**src/rtl/sha1md_pkg.sv**
```systemverilog
// shared constants and types for the sha-1 message digest block
// used by sha1md_ctrl, sha1md_dp and sha1_message_digest; no dependencies
package sha1md_pkg;

	localparam int unsigned ROUNDS = 80;
	localparam int unsigned CNT_W = 7;
	localparam int unsigned FILL_W = 6;
	localparam int unsigned WORDS = 5;

	localparam logic [31:0] IV0 = 32'h67452301;
	localparam logic [31:0] IV1 = 32'hEFCDAB89;
	localparam logic [31:0] IV2 = 32'h98BADCFE;
	localparam logic [31:0] IV3 = 32'h10325476;
	localparam logic [31:0] IV4 = 32'hC3D2E1F0;

	localparam logic [31:0] K0 = 32'h5A827999;
	localparam logic [31:0] K1 = 32'h6ED9EBA1;
	localparam logic [31:0] K2 = 32'h8F1BBCDC;
	localparam logic [31:0] K3 = 32'hCA62C1D6;

	localparam logic [7:0] PAD_MARK = 8'h80;
	localparam logic [FILL_W-1:0] LEN_POS = 6'd56;

	// byte source select
	localparam logic [1:0] SEL_DATA = 2'd0;
	localparam logic [1:0] SEL_MARK = 2'd1;
	localparam logic [1:0] SEL_ZERO = 2'd2;
	localparam logic [1:0] SEL_LEN  = 2'd3;

	// round group select
	localparam logic [1:0] GRP_CH  = 2'd0;
	localparam logic [1:0] GRP_P1  = 2'd1;
	localparam logic [1:0] GRP_MAJ = 2'd2;
	localparam logic [1:0] GRP_P2  = 2'd3;

	typedef struct packed {
		logic       push;
		logic [1:0] sel;
		logic       count;
		logic       start_block;
		logic       round;
		logic [1:0] grp;
		logic       add;
		logic       finish;
	} cmd_t;

	typedef struct packed {
		logic fill_last;
		logic fill_len;
		logic out_busy;
	} sts_t;

endpackage

```
**src/rtl/sha1_message_digest.sv**
```systemverilog
// Streaming SHA-1 engine. Input transfers are accepted only while the
// controller is idle; the transfer that completes a 64-byte block starts a
// compression (80 rounds on one shared round unit, then the chaining add). A
// transfer with last then pushes one padding byte per cycle (9 to 72 bytes)
// and runs one or two more compressions, then the digest is loaded and
// the five digest words leave one per accepted output transfer.
// The next message is accepted while the digest words are still draining.
// top level; depends on sha1md_pkg, sha1md_ctrl and sha1md_dp
module sha1_message_digest (
	input  logic        clk,
	input  logic        arst_n,
	input  logic        in_valid,
	output logic        in_ready,
	input  logic [7:0]  data_byte,
	input  logic        has_byte,
	input  logic        last,
	output logic        out_valid,
	input  logic        out_ready,
	output logic [31:0] digest_word,
	output logic [2:0]  word_index,
	output logic        last_word
);

	sha1md_pkg::cmd_t cmd;
	sha1md_pkg::sts_t sts;

	sha1md_ctrl u_ctrl (
		.clk      (clk),
		.arst_n   (arst_n),
		.in_valid (in_valid),
		.in_ready (in_ready),
		.has_byte (has_byte),
		.last     (last),
		.sts      (sts),
		.cmd      (cmd)
	);

	sha1md_dp u_dp (
		.clk         (clk),
		.arst_n      (arst_n),
		.data_byte   (data_byte),
		.cmd         (cmd),
		.sts         (sts),
		.out_valid   (out_valid),
		.out_ready   (out_ready),
		.digest_word (digest_word),
		.word_index  (word_index),
		.last_word   (last_word)
	);

endmodule

```
**src/rtl/sha1md_ctrl.sv**
```systemverilog
// controller for the sha-1 message digest block: input handshake, padding
// sequence and round sequencing; depends on sha1md_pkg
module sha1md_ctrl (
	input  logic               clk,
	input  logic               arst_n,
	input  logic               in_valid,
	output logic               in_ready,
	input  logic               has_byte,
	input  logic               last,
	input  sha1md_pkg::sts_t   sts,
	output sha1md_pkg::cmd_t   cmd
);

	localparam logic [2:0] ST_IDLE  = 3'd0;
	localparam logic [2:0] ST_PAD   = 3'd1;
	localparam logic [2:0] ST_ROUND = 3'd2;
	localparam logic [2:0] ST_ADD   = 3'd3;
	localparam logic [2:0] ST_DONE  = 3'd4;

	localparam logic [1:0] PH_MARK = 2'd0;
	localparam logic [1:0] PH_ZERO = 2'd1;
	localparam logic [1:0] PH_LEN  = 2'd2;

	logic [2:0]                       state_q;
	logic [1:0]                       phase_q;
	logic                             last_q;
	logic                             padding_q;
	logic [sha1md_pkg::CNT_W-1:0]     round_q;
	logic                             accept;

	assign accept = in_valid && (state_q == ST_IDLE);

	always_comb begin
		cmd = '0;
		in_ready = 1'b0;
		if (round_q < sha1md_pkg::CNT_W'(20))
			cmd.grp = sha1md_pkg::GRP_CH;
		else if (round_q < sha1md_pkg::CNT_W'(40))
			cmd.grp = sha1md_pkg::GRP_P1;
		else if (round_q < sha1md_pkg::CNT_W'(60))
			cmd.grp = sha1md_pkg::GRP_MAJ;
		else
			cmd.grp = sha1md_pkg::GRP_P2;
		unique case (state_q)
			ST_IDLE: begin
				in_ready = 1'b1;
				cmd.sel = sha1md_pkg::SEL_DATA;
				if (in_valid) begin
					cmd.push = has_byte;
					cmd.count = has_byte;
					cmd.start_block = has_byte && sts.fill_last;
				end
			end
			ST_PAD: begin
				cmd.push = 1'b1;
				if (phase_q == PH_MARK)
					cmd.sel = sha1md_pkg::SEL_MARK;
				else if (phase_q == PH_LEN || sts.fill_len)
					cmd.sel = sha1md_pkg::SEL_LEN;
				else
					cmd.sel = sha1md_pkg::SEL_ZERO;
				cmd.start_block = sts.fill_last;
			end
			ST_ROUND: cmd.round = 1'b1;
			ST_ADD:   cmd.add = 1'b1;
			ST_DONE:  cmd.finish = !sts.out_busy;
			default: ;
		endcase
	end

	always_ff @(posedge clk or negedge arst_n) begin
		if (!arst_n) begin
			state_q <= ST_IDLE;
			phase_q <= PH_MARK;
			last_q <= 1'b0;
			padding_q <= 1'b0;
			round_q <= '0;
		end else begin
			unique case (state_q)
				ST_IDLE: begin
					if (accept) begin
						last_q <= last;
						round_q <= '0;
						if (has_byte && sts.fill_last)
							state_q <= ST_ROUND;
						else if (last) begin
							state_q <= ST_PAD;
							phase_q <= PH_MARK;
							padding_q <= 1'b1;
						end
					end
				end
				ST_PAD: begin
					if (phase_q == PH_MARK)
						phase_q <= PH_ZERO;
					else if (phase_q == PH_ZERO && sts.fill_len)
						phase_q <= PH_LEN;
					round_q <= '0;
					if (sts.fill_last)
						state_q <= ST_ROUND;
				end
				ST_ROUND: begin
					round_q <= round_q + 1'b1;
					if (round_q == sha1md_pkg::CNT_W'(sha1md_pkg::ROUNDS - 1))
						state_q <= ST_ADD;
				end
				ST_ADD: begin
					if (padding_q) begin
						if (phase_q == PH_LEN)
							state_q <= ST_DONE;
						else
							state_q <= ST_PAD;
					end else if (last_q) begin
						state_q <= ST_PAD;
						phase_q <= PH_MARK;
						padding_q <= 1'b1;
					end else begin
						state_q <= ST_IDLE;
					end
				end
				ST_DONE: begin
					if (!sts.out_busy) begin
						state_q <= ST_IDLE;
						padding_q <= 1'b0;
						last_q <= 1'b0;
						phase_q <= PH_MARK;
					end
				end
				default: state_q <= ST_IDLE;
			endcase
		end
	end

	a_round_range: assert property (@(posedge clk) disable iff (!arst_n)
		(state_q == ST_ROUND) |-> (round_q < sha1md_pkg::CNT_W'(sha1md_pkg::ROUNDS)))
		else $error("round counter out of range");

	a_start_full: assert property (@(posedge clk) disable iff (!arst_n)
		cmd.start_block |-> (cmd.push && sts.fill_last))
		else $error("block started before buffer full");

	a_finish_idle: assert property (@(posedge clk) disable iff (!arst_n)
		cmd.finish |=> (state_q == ST_IDLE && !padding_q))
		else $error("no return to idle after digest");

endmodule

```
**src/rtl/sha1md_dp.sv**
```systemverilog
// datapath for the sha-1 message digest block: block buffer and message
// schedule, round logic, chaining value, bit count, digest output register
// depends on sha1md_pkg
module sha1md_dp (
	input  logic             clk,
	input  logic             arst_n,
	input  logic [7:0]       data_byte,
	input  sha1md_pkg::cmd_t cmd,
	output sha1md_pkg::sts_t sts,
	output logic             out_valid,
	input  logic             out_ready,
	output logic [31:0]      digest_word,
	output logic [2:0]       word_index,
	output logic             last_word
);

	logic [511:0]                      buf_q;
	logic [sha1md_pkg::FILL_W-1:0]     fill_q;
	logic [63:0]                       bit_count_q;
	logic [31:0]                       h0_q, h1_q, h2_q, h3_q, h4_q;
	logic [31:0]                       a_q, b_q, c_q, d_q, e_q;
	logic [159:0]                      out_q;
	logic [2:0]                        out_cnt_q;
	logic                              out_valid_q;

	logic [7:0]  push_byte;
	logic [2:0]  len_idx;
	logic [31:0] w0, w2, w8, w13, w_new, f, k, t;

	assign len_idx = 3'd7 - fill_q[2:0];

	always_comb begin
		case (cmd.sel)
			sha1md_pkg::SEL_DATA: push_byte = data_byte;
			sha1md_pkg::SEL_MARK: push_byte = sha1md_pkg::PAD_MARK;
			sha1md_pkg::SEL_ZERO: push_byte = 8'h00;
			default:              push_byte = bit_count_q[{len_idx, 3'b000} +: 8];
		endcase
	end

	// schedule taps, word 0 is the oldest
	assign w0  = buf_q[511:480];
	assign w2  = buf_q[447:416];
	assign w8  = buf_q[255:224];
	assign w13 = buf_q[95:64];
	assign w_new = {(w13[30:0] ^ w8[30:0] ^ w2[30:0] ^ w0[30:0]),
		(w13[31] ^ w8[31] ^ w2[31] ^ w0[31])};

	always_comb begin
		case (cmd.grp)
			sha1md_pkg::GRP_CH: begin
				f = (b_q & c_q) | (~b_q & d_q);
				k = sha1md_pkg::K0;
			end
			sha1md_pkg::GRP_P1: begin
				f = b_q ^ c_q ^ d_q;
				k = sha1md_pkg::K1;
			end
			sha1md_pkg::GRP_MAJ: begin
				f = (b_q & c_q) | (b_q & d_q) | (c_q & d_q);
				k = sha1md_pkg::K2;
			end
			default: begin
				f = b_q ^ c_q ^ d_q;
				k = sha1md_pkg::K3;
			end
		endcase
	end

	assign t = {a_q[26:0], a_q[31:27]} + f + e_q + k + w0;

	always_ff @(posedge clk) begin
		if (cmd.push)
			buf_q <= {buf_q[503:0], push_byte};
		else if (cmd.round)
			buf_q <= {buf_q[479:0], w_new};
		if (cmd.start_block) begin
			a_q <= h0_q;
			b_q <= h1_q;
			c_q <= h2_q;
			d_q <= h3_q;
			e_q <= h4_q;
		end else if (cmd.round) begin
			a_q <= t;
			b_q <= a_q;
			c_q <= {b_q[1:0], b_q[31:2]};
			d_q <= c_q;
			e_q <= d_q;
		end
		if (cmd.finish)
			out_q <= {h0_q, h1_q, h2_q, h3_q, h4_q};
		else if (out_valid_q && out_ready)
			out_q <= {out_q[127:0], 32'h0};
	end

	always_ff @(posedge clk or negedge arst_n) begin
		if (!arst_n) begin
			fill_q <= '0;
			bit_count_q <= '0;
			h0_q <= sha1md_pkg::IV0;
			h1_q <= sha1md_pkg::IV1;
			h2_q <= sha1md_pkg::IV2;
			h3_q <= sha1md_pkg::IV3;
			h4_q <= sha1md_pkg::IV4;
			out_cnt_q <= '0;
			out_valid_q <= 1'b0;
		end else begin
			if (cmd.finish) begin
				fill_q <= '0;
				bit_count_q <= '0;
				h0_q <= sha1md_pkg::IV0;
				h1_q <= sha1md_pkg::IV1;
				h2_q <= sha1md_pkg::IV2;
				h3_q <= sha1md_pkg::IV3;
				h4_q <= sha1md_pkg::IV4;
				out_cnt_q <= '0;
				out_valid_q <= 1'b1;
			end else begin
				if (cmd.push)
					fill_q <= fill_q + 1'b1;
				if (cmd.count)
					bit_count_q <= bit_count_q + 64'd8;
				if (cmd.add) begin
					h0_q <= h0_q + a_q;
					h1_q <= h1_q + b_q;
					h2_q <= h2_q + c_q;
					h3_q <= h3_q + d_q;
					h4_q <= h4_q + e_q;
				end
				if (out_valid_q && out_ready) begin
					out_cnt_q <= out_cnt_q + 1'b1;
					if (out_cnt_q == 3'(sha1md_pkg::WORDS - 1))
						out_valid_q <= 1'b0;
				end
			end
		end
	end

	assign sts.fill_last = (fill_q == '1);
	assign sts.fill_len  = (fill_q == sha1md_pkg::LEN_POS);
	assign sts.out_busy  = out_valid_q;

	assign out_valid   = out_valid_q;
	assign digest_word = out_q[159:128];
	assign word_index  = out_cnt_q;
	assign last_word   = (out_cnt_q == 3'(sha1md_pkg::WORDS - 1));

	a_out_index: assert property (@(posedge clk) disable iff (!arst_n)
		out_valid_q |-> (out_cnt_q <= 3'(sha1md_pkg::WORDS - 1)))
		else $error("digest word index out of range");

	a_finish_free: assert property (@(posedge clk) disable iff (!arst_n)
		cmd.finish |-> !out_valid_q)
		else $error("digest loaded over pending words");

	a_finish_clear: assert property (@(posedge clk) disable iff (!arst_n)
		cmd.finish |=> (fill_q == '0 && bit_count_q == '0 && out_cnt_q == '0))
		else $error("message state not cleared after digest");

endmodule

```
**config.mk**
```make
export PLATFORM = sky130hd
export DESIGN_NAME = sha1_message_digest
export DESIGN_NICKNAME = d
export VERILOG_FILES = /design/src/rtl/sha1md_pkg.sv /design/src/rtl/sha1_message_digest.sv /design/src/rtl/sha1md_ctrl.sv /design/src/rtl/sha1md_dp.sv
export SDC_FILE = /design/constraint.sdc
export NUM_CORES = 2
export LEC_CHECK = 0
export BUFFER_PORTS_ARGS = -buffer_cell sky130_fd_sc_hd__buf_2
export CORE_UTILIZATION = 50
export CTS_CLUSTER_DIAMETER = 60
export DETAILED_ROUTE_END_ITERATION = 10
export PLACE_DENSITY_LB_ADDON = 0.3
export SYNTH_ARGS = -nofsm -noshare
export SYNTH_HDL_FRONTEND = slang
export SYNTH_HIERARCHICAL = 1
export SYNTH_SLANG_ARGS = --single-unit
```
**constraint.sdc**
```tcl
create_clock -name clk -period 14 [get_ports clk]
set_clock_uncertainty 0.2 [all_clocks]
set_input_delay 1.4 -clock clk [delete_from_list [all_inputs] [get_ports clk]]
set_output_delay 1.4 -clock clk [all_outputs]
set_load 0.05 [all_outputs]
```
==> impl_metrics.csv <==
group,metric,value,unit
synthesis,post-synth-top-area-fraction,42.08,%
routing,routed_wl,138500,um
layout,nFillCells,9815,
worst_setup_path,worstPathMaxFanout,32,
clock_tree,clk_pin_slew,0.06,ns
global_route,antenna_found_initial,2,
worst_setup_path,cp-start-kind,"flip-flop",
routing,wl_met1,61300,um
synthesis,netlist_top_cells_area,"edfxtp_1 42%, mux2_2 12%, dfrtp_1 7.0%",
global_route,grt_use_total,22.97,%
layout,largest_reg_flops,512,
layout,antennaDiodeCount,0,
synthesis,synth_largest_area_cell,"edfxtp_1",
synthesis,synth-seq-cells,1077,
synthesis,ys_types,91,
pwr,power_density,272.0,mW/mm^2
synthesis,synth_flop_cell,"edfxtp_1",
sta,fmax,136.9,MHz
run_status,violations,"capacitance limit",
worst_setup_path,reg2reg_depth,23,
floorplanning,num_rows,126,
placed_design,gp_congestion,0.9587,
sta,fin_setup_tns,0,ns
worst_setup_path,critPathKind,"flip-flop to flip-flop",
layout,final_nets,5209,
clock_tree,clk_path_buf_depth,3,
clock_tree,cts_resized,0,
floorplanning,dieArea,0.1201,sq mm
routing,wl_met3,8038,um
synthesis,seq_area_frac_synth,52.58,%
worst_setup_path,crit_path_end_kind,"flip-flop",
flow_run,drv_cap,1,
global_route,grt_pass1_wl,215700,um
routing,final_antenna_net_count,0,
routing,dr_wl_met2,64780,um
routing,post_drt_wl_per_cell,21.28,um
routing,drtIter0Drc,3337,
layout,layout-drive-gt1-share,21.05,%
synthesis,synthCells,4888,
layout,largestRegisters,"u_dp/buf_q (512), u_dp/out_q (160), u_dp/bit_count_q (61)",
clock_tree,clk-insertion-delay-late,0.72,ns
sta,report.final.hold_viol_count,0,
routing,top_layer,"met5",
synthesis,synth-edff-count,832,
pwr,power,0.01769,W
placed_design,port_buffers,51,
clock_tree,cts-htree-levels,3,
run_status,outcome,"finished, violations left",
routing,via_per_inst,5.770,
synthesis,synth.yosys.warnings,6,
floorplanning,core_area,0.1179,sq mm
clock_tree,ctsHoldBuffers,0,
sta,finalSetupViolations,0,
layout,area_growth,9.538,%
sta,finalMaxSlewViolations,0,
global_route,grt_remaining_overflow,0,
synthesis,synthArstFlopShare,22.75,%
global_route,grt_max_degree,189,
global_route,grt_pass1_vias,36957,
routing,vias,37561,
synthesis,syn_nets,5228,
clock_tree,cts_setup_buffers,0,
sta,slew-limit-headroom,0.02903,%
routing,firstDrtPassIters,5,
routing,drc,0,
floorplanning,fp.dieW,346.6,um
clock_tree,cts.sinks,1077,
floorplanning,initial_core_util,50.35,%
synthesis,postSynthAreaPerCell,12.15,sq um
clock_tree,cts_tree,"built",
layout,largest_register,"u_dp/buf_q",
worst_setup_path,arrival,7.56,ns
clock_tree,cts_root_buffer,"clkbuf_16",
floorplanning,io_pins,52,
synthesis,synthesis.area,0.05937,sq mm
sta,finalCritPeriodShare,52.16,%
worst_setup_path,critical_path_required,14.26,ns
pwr,p_leak,25.54,nW
worst_hold_path,min_path_cells,1,
clock_tree,cts_buffers,119,
floorplanning,die_height,346.6,um
placed_design,hpwlAfterDp,96190,um
sta,max_slew.worst_pin.slew,1.481,ns
sta,fin_crit,7.303,ns
worst_hold_path,holdCritPathClass,"flip-flop to flip-flop",
sta,rsz0062_at_grt,"no",
pwr,vdd_drop_max,242.8,uV
final cells by class:
| type | instances | area (sq um) | area share, % |
|---|---|---|---|
| Clock buffer | 161 | 3347 | 5.146 |
| Clock inverter | 65 | 772.0 | 1.187 |
| Inverter | 325 | 1221 | 1.878 |
| Multi-Input combinational cell | 3259 | 25970 | 39.94 |
| Sequential cell | 1077 | 31210 | 48.00 |
| Tap cell | 1536 | 1922 | 2.955 |
| Timing Repair Buffer | 87 | 585.6 | 0.9004 |
placed cells by master, fill, tap and decap left out, types with 70 or more instances in the layout:
cell type and n:
a21o_1 92, a21oi_1 207, clkbuf_16 120, dfrtp_1 165
dfstp_2 80, edfxtp_1 832, fa_1 125, ha_1 201
inv_1 323, mux2_2 631, mux2i_1 70, nand2_1 414
nor2_1 252, o21ai_0 368, xnor2_1 219, xor2_1 102
per-layer routing:
layer / vias to the layer above / GRT usage [%]
met1: 18733 / 32.14
li1: 17551 / -
met5: - / 0
met2: 1042 / 36.89
met3: 233 / 3.271
met4: 2 / 7.432
worst paths after layout:
check                      slack (ns)                     startpoint                               end
max reg2reg                      6.70  u_ctrl/round_q[5]$_DFFE_PN0P_            u_dp/a_q[31]$_DFFE_PP_
min                              0.33  u_ctrl/round_q[1]$_DFFE_PN0P_     u_ctrl/round_q[1]$_DFFE_PN0P_
min reg2reg                      0.33  u_ctrl/round_q[1]$_DFFE_PN0P_     u_ctrl/round_q[1]$_DFFE_PN0P_
min in group asynchronous        0.48                         arst_n          u_dp/h3_q[9]$_DFFE_PN0P_
max                              6.70  u_ctrl/round_q[5]$_DFFE_PN0P_            u_dp/a_q[31]$_DFFE_PP_
max in group asynchronous       11.76                         arst_n  u_dp/bit_count_q[38]$_DFFE_PN0N_
metrics by stage:
step                      instances  setup WS (ns)  utilization, %  area (sq um)  hold slack [ns]
after floorplan                4888          4.459               -         59370           0.2884
final                          6510          6.697           55.15         65030           0.3277
after global routing           6510          6.369           55.15         65030           0.3443
after detailed placement       6284          6.783           51.66         60920           0.3127
after CTS                      6510          6.737           55.15         65030           0.3296
after global placement         6284          6.950           51.66         60920           0.3085
Yosys cell counts, types with 9 or more instances:
cell      count
o21ai_0     368
fa_1        125
clkbuf_1    175
or2_2         9
buf_4        33
xnor2_1     219
nand2b_1     30
o22ai_1      14
nor2b_1      30
ha_1        201
mux4_2       13
dfrtp_1     165
o21a_1       30
a211o_1      10
nand3_1      58
o31ai_1      11
o21bai_1     14
mux2i_1      70
mux2_2      631
dfstp_2      80
a211oi_1     26
edfxtp_1    832
nand4_1      20
nor3_1       32
a21oi_1     207
buf_1        15
a31oi_1      17
or3_1        27
a21o_1       92
and3_1       37
nor2_1      254
nand2_1     415
and2_1       46
o211ai_1     18
o221ai_1     23
inv_1       324
xor2_1      102
where the power goes:
group	switching [W]	leakage (nW)	internal, W	total [W]
Clock	0.00135	2.02	0.00193	0.00327
Sequential	0.000981	11.2	0.00553	0.00651
Combinational	0.00431	12.4	0.00359	0.00791
Total	0.00664	25.5	0.0111	0.0177
worst max-delay path, cell delays in order, from the launching register on:
cell and delay [ns]:
dfrtp_1 0.41, inv_1 0.08, maj3_1 0.35, a221o_1 0.40
inv_1 0.10, ha_1 0.14, buf_4 0.37, inv_1 0.23
nand2_1 0.46, buf_4 0.39, o221ai_1 0.22, fa_1 0.53
fa_1 0.42, ha_1 0.36, nor2b_1 0.16, o31a_1 0.25
o21ai_1 0.19, a21oi_1 0.12, o31ai_1 0.49, a31o_2 0.27
o21ai_1 0.17, a221oi_1 0.36, xnor2_1 0.10, mux2_2 0.26
kinds of logic after synthesis:
logic type | share of synthesized area, %
DFF | 52.58
and+or+nand+nor | 7.618
xor gates and xnor gates | 4.735
muxes | 13.67
buffers and inverters | 3.738
adders and majority gates | 8.468
AOI/OAI and AO/OA | 9.199
Note: power is estimated with default switching activity, not from simulation.
